<file path="src/rtl/core/bpbb_pkg.sv">
// Shared types and constants for the MSB-first bit packer with byte budget.
`timescale 1ns / 1ps

package bpbb_pkg;

    // Widest code that is packed; wider requests saturate to this.
    localparam logic [4:0] MAX_CODE_WIDTH = 5'd16;

    // Free bits in an empty partial byte.
    localparam logic [3:0] FREE_EMPTY = 4'd8;

    // Byte address of the budget register.
    localparam logic [1:0] ADDR_BYTE_BUDGET = 2'd0;

    // One input item.
    typedef struct packed {
        logic [4:0]  code_width;
        logic [15:0] code_value;
    } code_t;

    // One result item.
    typedef struct packed {
        logic [1:0]  byte_count;
        logic [7:0]  first_byte;
        logic [7:0]  second_byte;
        logic        over_limit;
        logic [31:0] bytes_written;
    } result_t;

    // Packing outcome handed from the packer to the budget gate.
    typedef struct packed {
        logic [1:0] completed;
        logic [7:0] byte0;
        logic [7:0] byte1;
        logic [7:0] partial_next;
        logic [3:0] free_next;
    } pack_t;

endpackage

</file>
<file path="src/rtl/core/bpbb_pack.sv">
// Appends one code to the partial byte and reports the bytes it completes.
`timescale 1ns / 1ps

module bpbb_pack
(
    input  logic [7:0]        partial,
    input  logic [3:0]        free,
    input  bpbb_pkg::code_t   code_item,
    output bpbb_pkg::pack_t   pack
);

    logic [4:0]  n;
    logic [15:0] x;
    logic [4:0]  free_wide;
    logic [4:0]  diff;
    logic [4:0]  rest;
    logic [15:0] hi_part;
    logic [15:0] lo_part;
    logic [23:0] tail;
    logic [4:0]  free_calc;

    always_comb
    begin
        // Saturate the width and mask off bits above it.
        n = (code_item.code_width > bpbb_pkg::MAX_CODE_WIDTH) ?
            bpbb_pkg::MAX_CODE_WIDTH : code_item.code_width;
        if (n == bpbb_pkg::MAX_CODE_WIDTH)
        begin
            x = code_item.code_value;
        end
        else
        begin
            x = code_item.code_value & ((16'd1 << n[3:0]) - 16'd1);
        end

        free_wide = {1'b0, free};
        diff      = free_wide - n;
        rest      = n - free_wide;
        hi_part   = x >> rest[3:0];
        lo_part   = x >> 4'(rest[3:0] - 4'd8);

        pack.byte0 = 8'd0;
        pack.byte1 = 8'd0;
        pack.completed = 2'd0;

        if (n < free_wide)
        begin
            // Code fits in the partial byte: no byte completes.
            free_calc         = diff;
            tail              = 24'(x) << free_calc[3:0];
            pack.partial_next = partial | tail[7:0];
        end
        else
        begin
            pack.byte0 = partial | hi_part[7:0];
            if (rest < 5'd8)
            begin
                pack.completed = 2'd1;
                free_calc      = 5'd8 - rest;
            end
            else
            begin
                pack.completed = 2'd2;
                pack.byte1     = lo_part[7:0];
                free_calc      = 5'd16 - rest;
            end
            tail              = 24'(x) << free_calc[3:0];
            pack.partial_next = tail[7:0];
        end
        pack.free_next = free_calc[3:0];
    end

endmodule

</file>
<file path="src/rtl/core/bpbb_gate.sv">
// Applies the byte budget to completed bytes and updates the counters.
`timescale 1ns / 1ps

module bpbb_gate
(
    input  bpbb_pkg::pack_t   pack,
    input  logic [31:0]       emitted,
    input  logic              dropped,
    input  logic [31:0]       budget,
    output bpbb_pkg::result_t res
);

    logic       room0;
    logic       room1;
    logic [1:0] got;

    always_comb
    begin
        room0 = emitted < budget;
        room1 = (33'(emitted) + 33'd1) < 33'(budget);

        case (pack.completed)
            2'd1:    got = room0 ? 2'd1 : 2'd0;
            2'd2:    got = room0 ? (room1 ? 2'd2 : 2'd1) : 2'd0;
            default: got = 2'd0;
        endcase

        res.byte_count    = got;
        res.first_byte    = (got != 2'd0) ? pack.byte0 : 8'd0;
        res.second_byte   = (got == 2'd2) ? pack.byte1 : 8'd0;
        // Any completed byte past the budget sets the sticky flag.
        res.over_limit    = dropped | (got != pack.completed);
        res.bytes_written = emitted + 32'(got);
    end

endmodule

</file>
<file path="src/rtl/core/bit_packer_with_byte_budget.sv">
// Top level of the MSB-first bit packer with byte budget.
`timescale 1ns / 1ps

// Usage:
//   Codes enter on the code channel (code_valid / code_ready / code_item), each
//   holding code_width (0..16, larger saturates to 16) and code_value. The code
//   bits are appended most significant bit first to a running byte stream.
//   Each code yields one transfer on the result channel (res_valid / res_ready /
//   res_item): how many bytes it completed and emitted (0..2), those bytes, the
//   sticky over-limit flag and the running count of emitted bytes.
//   Bytes are emitted only while the emitted count is below byte_budget; beyond
//   it they are dropped, the flag sets, and bit alignment carries on unchanged.
//   byte_budget is written over the APB port at address 0; the user must do so only
//   while idle, as the block does not enforce it.
// Timing:
//   A code passes the input register, then the result register. Throughput is one
//   code per cycle while res_ready stays high; the packing and budget logic is a
//   single short combinational pass between the two registers.
// Reset and stall:
//   rst_n clears the partial byte, sets eight free bits, zeroes the emitted
//   count, the flag and the budget. While a held result waits on res_ready, the result
//   register holds; one more code is still taken into the input register, then
//   code_ready drops until the result drains.

module bit_packer_with_byte_budget
(
    input  logic                clk,
    input  logic                rst_n,

    input  logic                code_valid,
    output logic                code_ready,
    input  bpbb_pkg::code_t     code_item,

    output logic                res_valid,
    input  logic                res_ready,
    output bpbb_pkg::result_t   res_item,

    input  logic                psel,
    input  logic                penable,
    input  logic                pwrite,
    input  logic [1:0]          paddr,
    input  logic [31:0]         pwdata,
    output logic [31:0]         prdata,
    output logic                pready
);

    // Configuration.
    logic [31:0]       budget_reg;

    // Packing state.
    logic [7:0]        partial_reg;
    logic [3:0]        free_reg;
    logic [31:0]       emitted_reg;
    logic              dropped_reg;

    // Input register stage.
    logic              code_valid_reg;
    bpbb_pkg::code_t   code_reg;

    // Result register stage.
    logic              res_valid_reg;
    bpbb_pkg::result_t res_reg;
    bpbb_pkg::result_t res_next;

    bpbb_pkg::pack_t   pack;
    logic              advance;
    logic              cfg_write;

    // Move the held code into the result register when that slot is free
    // or being drained this cycle.
    assign advance    = code_valid_reg && (!res_valid_reg || res_ready);
    assign code_ready = !code_valid_reg || advance;

    assign res_valid  = res_valid_reg;
    assign res_item   = res_reg;

    // APB: pready is tied high, single register.
    assign pready    = 1'b1;
    assign prdata    = budget_reg;
    assign cfg_write = psel && penable && pwrite && (paddr == bpbb_pkg::ADDR_BYTE_BUDGET);

    bpbb_pack u_pack
    (
        .partial   (partial_reg),
        .free      (free_reg),
        .code_item (code_reg),
        .pack      (pack)
    );

    bpbb_gate u_gate
    (
        .pack    (pack),
        .emitted (emitted_reg),
        .dropped (dropped_reg),
        .budget  (budget_reg),
        .res     (res_next)
    );

    // Control and state registers.
    always_ff @(posedge clk or negedge rst_n)
    begin
        if (!rst_n)
        begin
            budget_reg     <= 32'd0;
            partial_reg    <= 8'd0;
            free_reg       <= bpbb_pkg::FREE_EMPTY;
            emitted_reg    <= 32'd0;
            dropped_reg    <= 1'b0;
            code_valid_reg <= 1'b0;
            res_valid_reg  <= 1'b0;
        end
        else
        begin
            if (cfg_write)
            begin
                budget_reg <= pwdata;
            end

            if (code_ready)
            begin
                code_valid_reg <= code_valid;
            end

            if (advance)
            begin
                // Advance packing state; dropped bytes still consume bits.
                partial_reg   <= pack.partial_next;
                free_reg      <= pack.free_next;
                emitted_reg   <= res_next.bytes_written;
                dropped_reg   <= res_next.over_limit;
                res_valid_reg <= 1'b1;
            end
            else if (res_ready)
            begin
                res_valid_reg <= 1'b0;
            end
        end
    end

    // Payload registers: load only on a transfer into each stage.
    always_ff @(posedge clk)
    begin
        if (code_ready && code_valid)
        begin
            code_reg <= code_item;
        end
        if (advance)
        begin
            res_reg <= res_next;
        end
    end

endmodule
</file>
<file path="config.mk">
export PLATFORM = sky130hd
export DESIGN_NAME = bit_packer_with_byte_budget
export DESIGN_NICKNAME = d
export VERILOG_FILES = /design/src/rtl/core/bpbb_pkg.sv /design/src/rtl/core/bpbb_pack.sv /design/src/rtl/core/bpbb_gate.sv /design/src/rtl/core/bit_packer_with_byte_budget.sv
export SDC_FILE = /design/constraint.sdc
export NUM_CORES = 1
export LEC_CHECK = 0
export BUFFER_PORTS_ARGS = -buffer_cell sky130_fd_sc_hd__buf_2
export CORE_UTILIZATION = 63
export CTS_CLUSTER_DIAMETER = 80
export CTS_CLUSTER_SIZE = 40
export DETAILED_ROUTE_END_ITERATION = 12
export PLACE_DENSITY = 0.87
export SYNTH_ARGS = -nofsm -noshare
export SYNTH_HDL_FRONTEND = slang
export SYNTH_HIERARCHICAL = 1
export SYNTH_SLANG_ARGS = --single-unit
export TNS_END_PERCENT = 1
</file>
<file path="constraint.sdc">
create_clock -name clk -period 8.6 [get_ports clk]
set_input_delay 0.86 -clock clk [delete_from_list [all_inputs] [get_ports clk]]
set_output_delay 0.86 -clock clk [all_outputs]
set_load 0.01 [all_outputs]
</file>
## Yosys cells after proc, flatten, opt, wreduce, memory -nomap -nowiden

Cells that the tools add are included.

| cells by class | value |
|---|---|
| multiplexer cells | 15 |
| shift operators | 5 |
| reductions and logical operators | 14 |
| add/subtract/negate cells | 8 |
| bitwise gates (word level) | 6 |
| equal/unequal tests | 5 |
| order comparisons | 5 |

Operators with widths:

| cell | count |
|---|---|
| $add A32 B1 Y33 const B | 1 |
| $lt A33 B32 Y1 | 1 |
| $add A32 B2 Y32 | 1 |
| $lt A32 B32 Y1 | 1 |
| $shl A16 B4 Y8 | 2 |
| $shr A16 B4 Y8 | 2 |
| $mux W18 | 1 |
| $and A16 B16 Y16 | 1 |
| $mux W16 | 1 |
| $mux W8 | 2 |
| $or A8 B8 Y8 | 2 |
| $shl A1 B4 Y16 const A | 1 |
| $sub A16 B1 Y16 const B | 1 |
| $mux W4 | 3 |
| $mux W2 | 3 |
| $eq A5 B5 Y1 const B | 1 |
| $gt A5 B5 Y1 const B | 1 |
| $logic_and A1 B1 Y1 | 5 |
| $lt A5 B4 Y1 | 1 |
| $lt A5 B4 Y1 const B | 1 |
| $mux W5 | 1 |
| $sub A5 B4 Y5 | 1 |
| $eq A2 B2 Y1 const B | 2 |
| $pmux W2 S2 | 1 |
| 15 further kinds | 21 |

| word-level totals | value |
|---|---|
| register bits after elaboration | 151 |
| logic and storage cells | 72 |
| bits of input ports | 62 |

## Depth between registers and ports, before layout

| logic depth | value |
|---|---|
| depth in word-level cells | 14 |
| mapped depth | 27 |

## Cells and area by module

The synthesis kept the hierarchy.

By module, submodules not included:

| module | area each (um^2) | instances | cells each |
|---|---|---|---|
| bit_packer_with_byte_budget | 5,272.6 | 1 | 246 |
| bpbb_gate | 2,835.2 | 1 | 399 |
| bpbb_pack | 2,329.7 | 1 | 364 |

## Worst setup path before layout

No wires, ideal clock.

| timing path | value |
|---|---|
| path kind | register to register |
| start point | register emitted_reg[3] |
| end point | register emitted_reg[24] |
| period minus slack after synthesis | 5.318 ns |
| library setup time | 0.125 ns |
| arrival | 5.193 ns |
| slack | 3.282 ns |
| cell stages (with the launch flop) | 24 |
| required time | 8.475 ns |
| cells stage by stage | dfrtp_1 > buf_2 > and3_1 > nand3_2 > or3_1 > buf_2 > or2_4 > nor3_4 > xor2_1 > ha_1 > and4_1 > a221oi_1 > a2111o_1 > o21ai_0 > a21oi_1 > nor3_1 > ha_1 > inv_1 > fa_1 > nor3_1 > nand3_1 > nor3_1 > xor2_1 > mux2_2 |

RTL lines:

| what | RTL line | source |
|---|---|---|
| from (decl) | bit_packer_with_byte_budget.sv:53 | `logic [31:0] emitted_reg;` |
| from (signal assigned) | bit_packer_with_byte_budget.sv:129 | `emitted_reg <= res_next.bytes_written;` |

==> metrics.yaml <==
status:
  run_status: "finished clean"
floorplanning:
  die_width_um: 131
  core_region_area_um2: 16000
  fp-row-count: 46
  top_level_ports: 148
  dieHeight_um: 131
  floorplan.initialDensity_pct: 65.2
  floorplan.die_area_um2: 17100
final_layout:
  final_layout_size_suffix_gt1_share_pct: 25.1
  finalInstanceArea_um2: 11800
  area_grow_syn2layout_pct: 13.4
  fin_nets: 1272
  nFillCells: 1159
  largest_register_ffs: 51
  finalNonFillerCells: 1361
  multiInputGateArea_um2: 5820
  regArea_um2: 4140
critical_path:
  worstReg2RegStart: "emitted_reg[2]"
  critPathLaunchType: "flop"
  worstPathMaxFanout: 11
  critPathArrivalTime_ns: 6.81
  r2r_path_end: "emitted_reg[28]"
  critical_path_class: "reg2reg"
  timing.reg2reg.worst_path_depth: 21
  cp.required_ns: 8.93
  ff2ff_setup_slack_ns: 2.12
  crit_path_end_kind: "flop"
global_routing:
  grt_antenna_before_repair: 1
  grt_max_degree: 74
  first_pass_grt_wire_length_mm: 41.2
  grtUsageTotal_pct: 31.9
  grt_overflow: 0
  via_count_of_the_first_global_routing_pass: 8213
sta:
  skew_ns: 0.0199
  setup_viol_count_final: 0
  setup-tns-final_ns: 0
  setup_ws_ns: 2.12
  post-route-period-util_pct: 75.4
  setup_repair_after_global_routing_missed_its_margin: "no"
  slew_viol_final: 0
  layout_min_cycle_time_ns: 6.48
  worst_pin_slew_ns: 1.03
  max_freq_mhz: 154
  final_hold_viol_count: 0
  max_slew_margin_pct: 31.6
synth:
  synthDominantAreaCellType: "sky130_fd_sc_hd__edfxtp_1"
  synth_cells: 1009
  synth.top_cell.area_share_pct: 20.7
  synth.yosys.seq_area_share_pct: 39.7
  synth_common_cells: "sky130_fd_sc_hd__dfrtp_1, sky130_fd_sc_hd__ha_1, sky130_fd_sc_hd__edfxtp_1, sky130_fd_sc_hd__nor2_1, sky130_fd_sc_hd__nand2_1"
  post_synth_instance_area_um2: 10400
  synth_cell_type_count: 91
  synth.ff_latch_count: 151
  synth_fp_nets: 1150
  syn_avg_cell_area_um2: 10.3
  synth.area.top_cells: "sky130_fd_sc_hd__edfxtp_1, sky130_fd_sc_hd__dfrtp_1, sky130_fd_sc_hd__ha_1, sky130_fd_sc_hd__mux2_2, sky130_fd_sc_hd__mux2_4"
  yosys_warn_count: 6
  ys_dominant_reg_cell: "sky130_fd_sc_hd__dfrtp_1"
  yosys.cell_count.top_type: "sky130_fd_sc_hd__dfrtp_1"
  synth_enable_flop_cells: 72
  postSynth.asyncResetShare_pct: 52.3
placed_design:
  post_dp_cell_area_um2: 11200
  placed_cells: 1328
  detailedPlacementHpwl_mm: 19.1
  dp_worst_setup_slack_ns: 2.34
  globalplace.congestion: 0.957
  count_of_buffers_inserted_at_the_top_level_ports: 146
clocking:
  clk_root_buffer_cell: "sky130_fd_sc_hd__clkbuf_16"
  ctsHtreeMaxLevel: 4
  cts.sink_count: 151
  path_clk_slew_ns: 0.08
  post_cts_resized: 0
  post_cts_buffers: 0
  postCtsHoldBufs: 0
  tritoncts: "done"
  cts-root-to-sink-buffers: 2
  cts-buffers-inserted: 17
  worst_skew_pair.late_latency_ns: 0.45
route:
  drt_pass1_iterations: 7
  number_of_drc_markers_in_iteration_0: 856
  drc: 0
  post_drt_wl_per_cell_um: 19.3
  totalWireLength_mm: 26.3
  dr_total_vias: 8522
  antenna_violating_nets_remaining: 0
  viasPerCell: 6.26
power_and_ir_drop:
  leakagePower_uw: 0.00561
  overall_power_of_the_completed_layout_uw: 3960
  ir_drop_mv: 0.207
  power.density_cell_area_nw_per_um2: 334
run:
  max_cap_violations: 0
worst_hold_path:
  min-delay-path-class: "in2async"
cell families after synthesis:
| family | after synthesis | synth area share, % |
|---|---|---|
| AO/OA/AOI/OAI | 208 | 14.0 |
| XOR/XNOR | 70 | 6.02 |
| adder cells (fa/ha/maj) | 79 | 9.69 |
| buffers and inverters | 105 | 4.57 |
| flip-flops | 151 | 39.7 |
| multiplexers | 87 | 10.4 |
| other | 1 | 0.0359 |
| AND/OR/NAND/NOR | 308 | 15.6 |
critical path, stage by stage (launching register included):
cell	delay (ns)
sky130_fd_sc_hd__dfrtp_1	0.53
sky130_fd_sc_hd__and3_1	0.27
sky130_fd_sc_hd__nand3_2	0.14
sky130_fd_sc_hd__or3_1	0.47
sky130_fd_sc_hd__or2_4	0.32
sky130_fd_sc_hd__nor3_4	0.25
sky130_fd_sc_hd__xor2_1	0.11
sky130_fd_sc_hd__ha_1	0.32
sky130_fd_sc_hd__and4_1	0.22
sky130_fd_sc_hd__a221oi_1	0.12
sky130_fd_sc_hd__a2111o_1	0.41
sky130_fd_sc_hd__o21ai_0	0.28
sky130_fd_sc_hd__a21oi_1	0.13
sky130_fd_sc_hd__nor3_1	0.23
sky130_fd_sc_hd__ha_1	0.24
sky130_fd_sc_hd__inv_1	0.06
sky130_fd_sc_hd__fa_1	0.47
sky130_fd_sc_hd__nor3_1	0.59
sky130_fd_sc_hd__nand3_1	0.49
sky130_fd_sc_hd__nor3_1	0.32
sky130_fd_sc_hd__xor2_1	0.13
sky130_fd_sc_hd__mux2_2	0.28
cells in the final DEF, fill, tap and decap left out, drive strengths merged, types with 18 or more instances in the layout:
master	count
edfxtp	72
clkbuf	19
xnor2	34
nor2	72
xor2	36
nor3	22
o21ai	30
dfrtp	78
nand2	65
nand3	33
mux2	80
a21oi	56
inv	64
nand4	18
buf	150
ha	76
routing by layer:
layer	global-route usage (%)	up-vias	part of all wire, %
met2	51.8	435	48
met4	14.2	0	3.2
met5	0	-	0
met3	6.88	79	7.5
met1	41.1	4042	41
li1	-	3966	-
per-stage QoR:
stage                     util (%)  hold WS (ns)
after global placement        70.1         0.515
after CTS                     73.9         0.219
after detailed placement      70.1         0.518
after global routing          73.9         0.219
after floorplan                  -         0.503
final                         73.9         0.222
worst max path at each step:
| stage | from | end | slack, ns |
|---|---|---|---|
| global route | emitted_reg[2] | emitted_reg[24] | 1.83 |
| finish | emitted_reg[2] | emitted_reg[28] | 2.12 |
| CTS | emitted_reg[2] | emitted_reg[28] | 2.25 |
| detailed placement | emitted_reg[2] | emitted_reg[28] | 2.34 |
| global placement | emitted_reg[2] | emitted_reg[28] | 2.60 |
| floorplan | emitted_reg[3] | emitted_reg[24] | 3.28 |
area by class of cell:
cell class                      instances  share of cell area, %
Multi-Input combinational cell        753                   49.2
Clock inverter                         13                   1.29
Antenna cell                            1                 0.0212
Sequential cell                       151                   35.0
Tap cell                              216                   2.28
Timing Repair Buffer                  150                   6.45
Inverter                               58                   1.84
Clock buffer                           19                   3.92
power by group:
group,total [uW],internal (uW),switching (uW)
Sequential,1050,939,115
Clock,776,438,338
Combinational,2130,848,1280
Power figures use the tool's default switching activity.
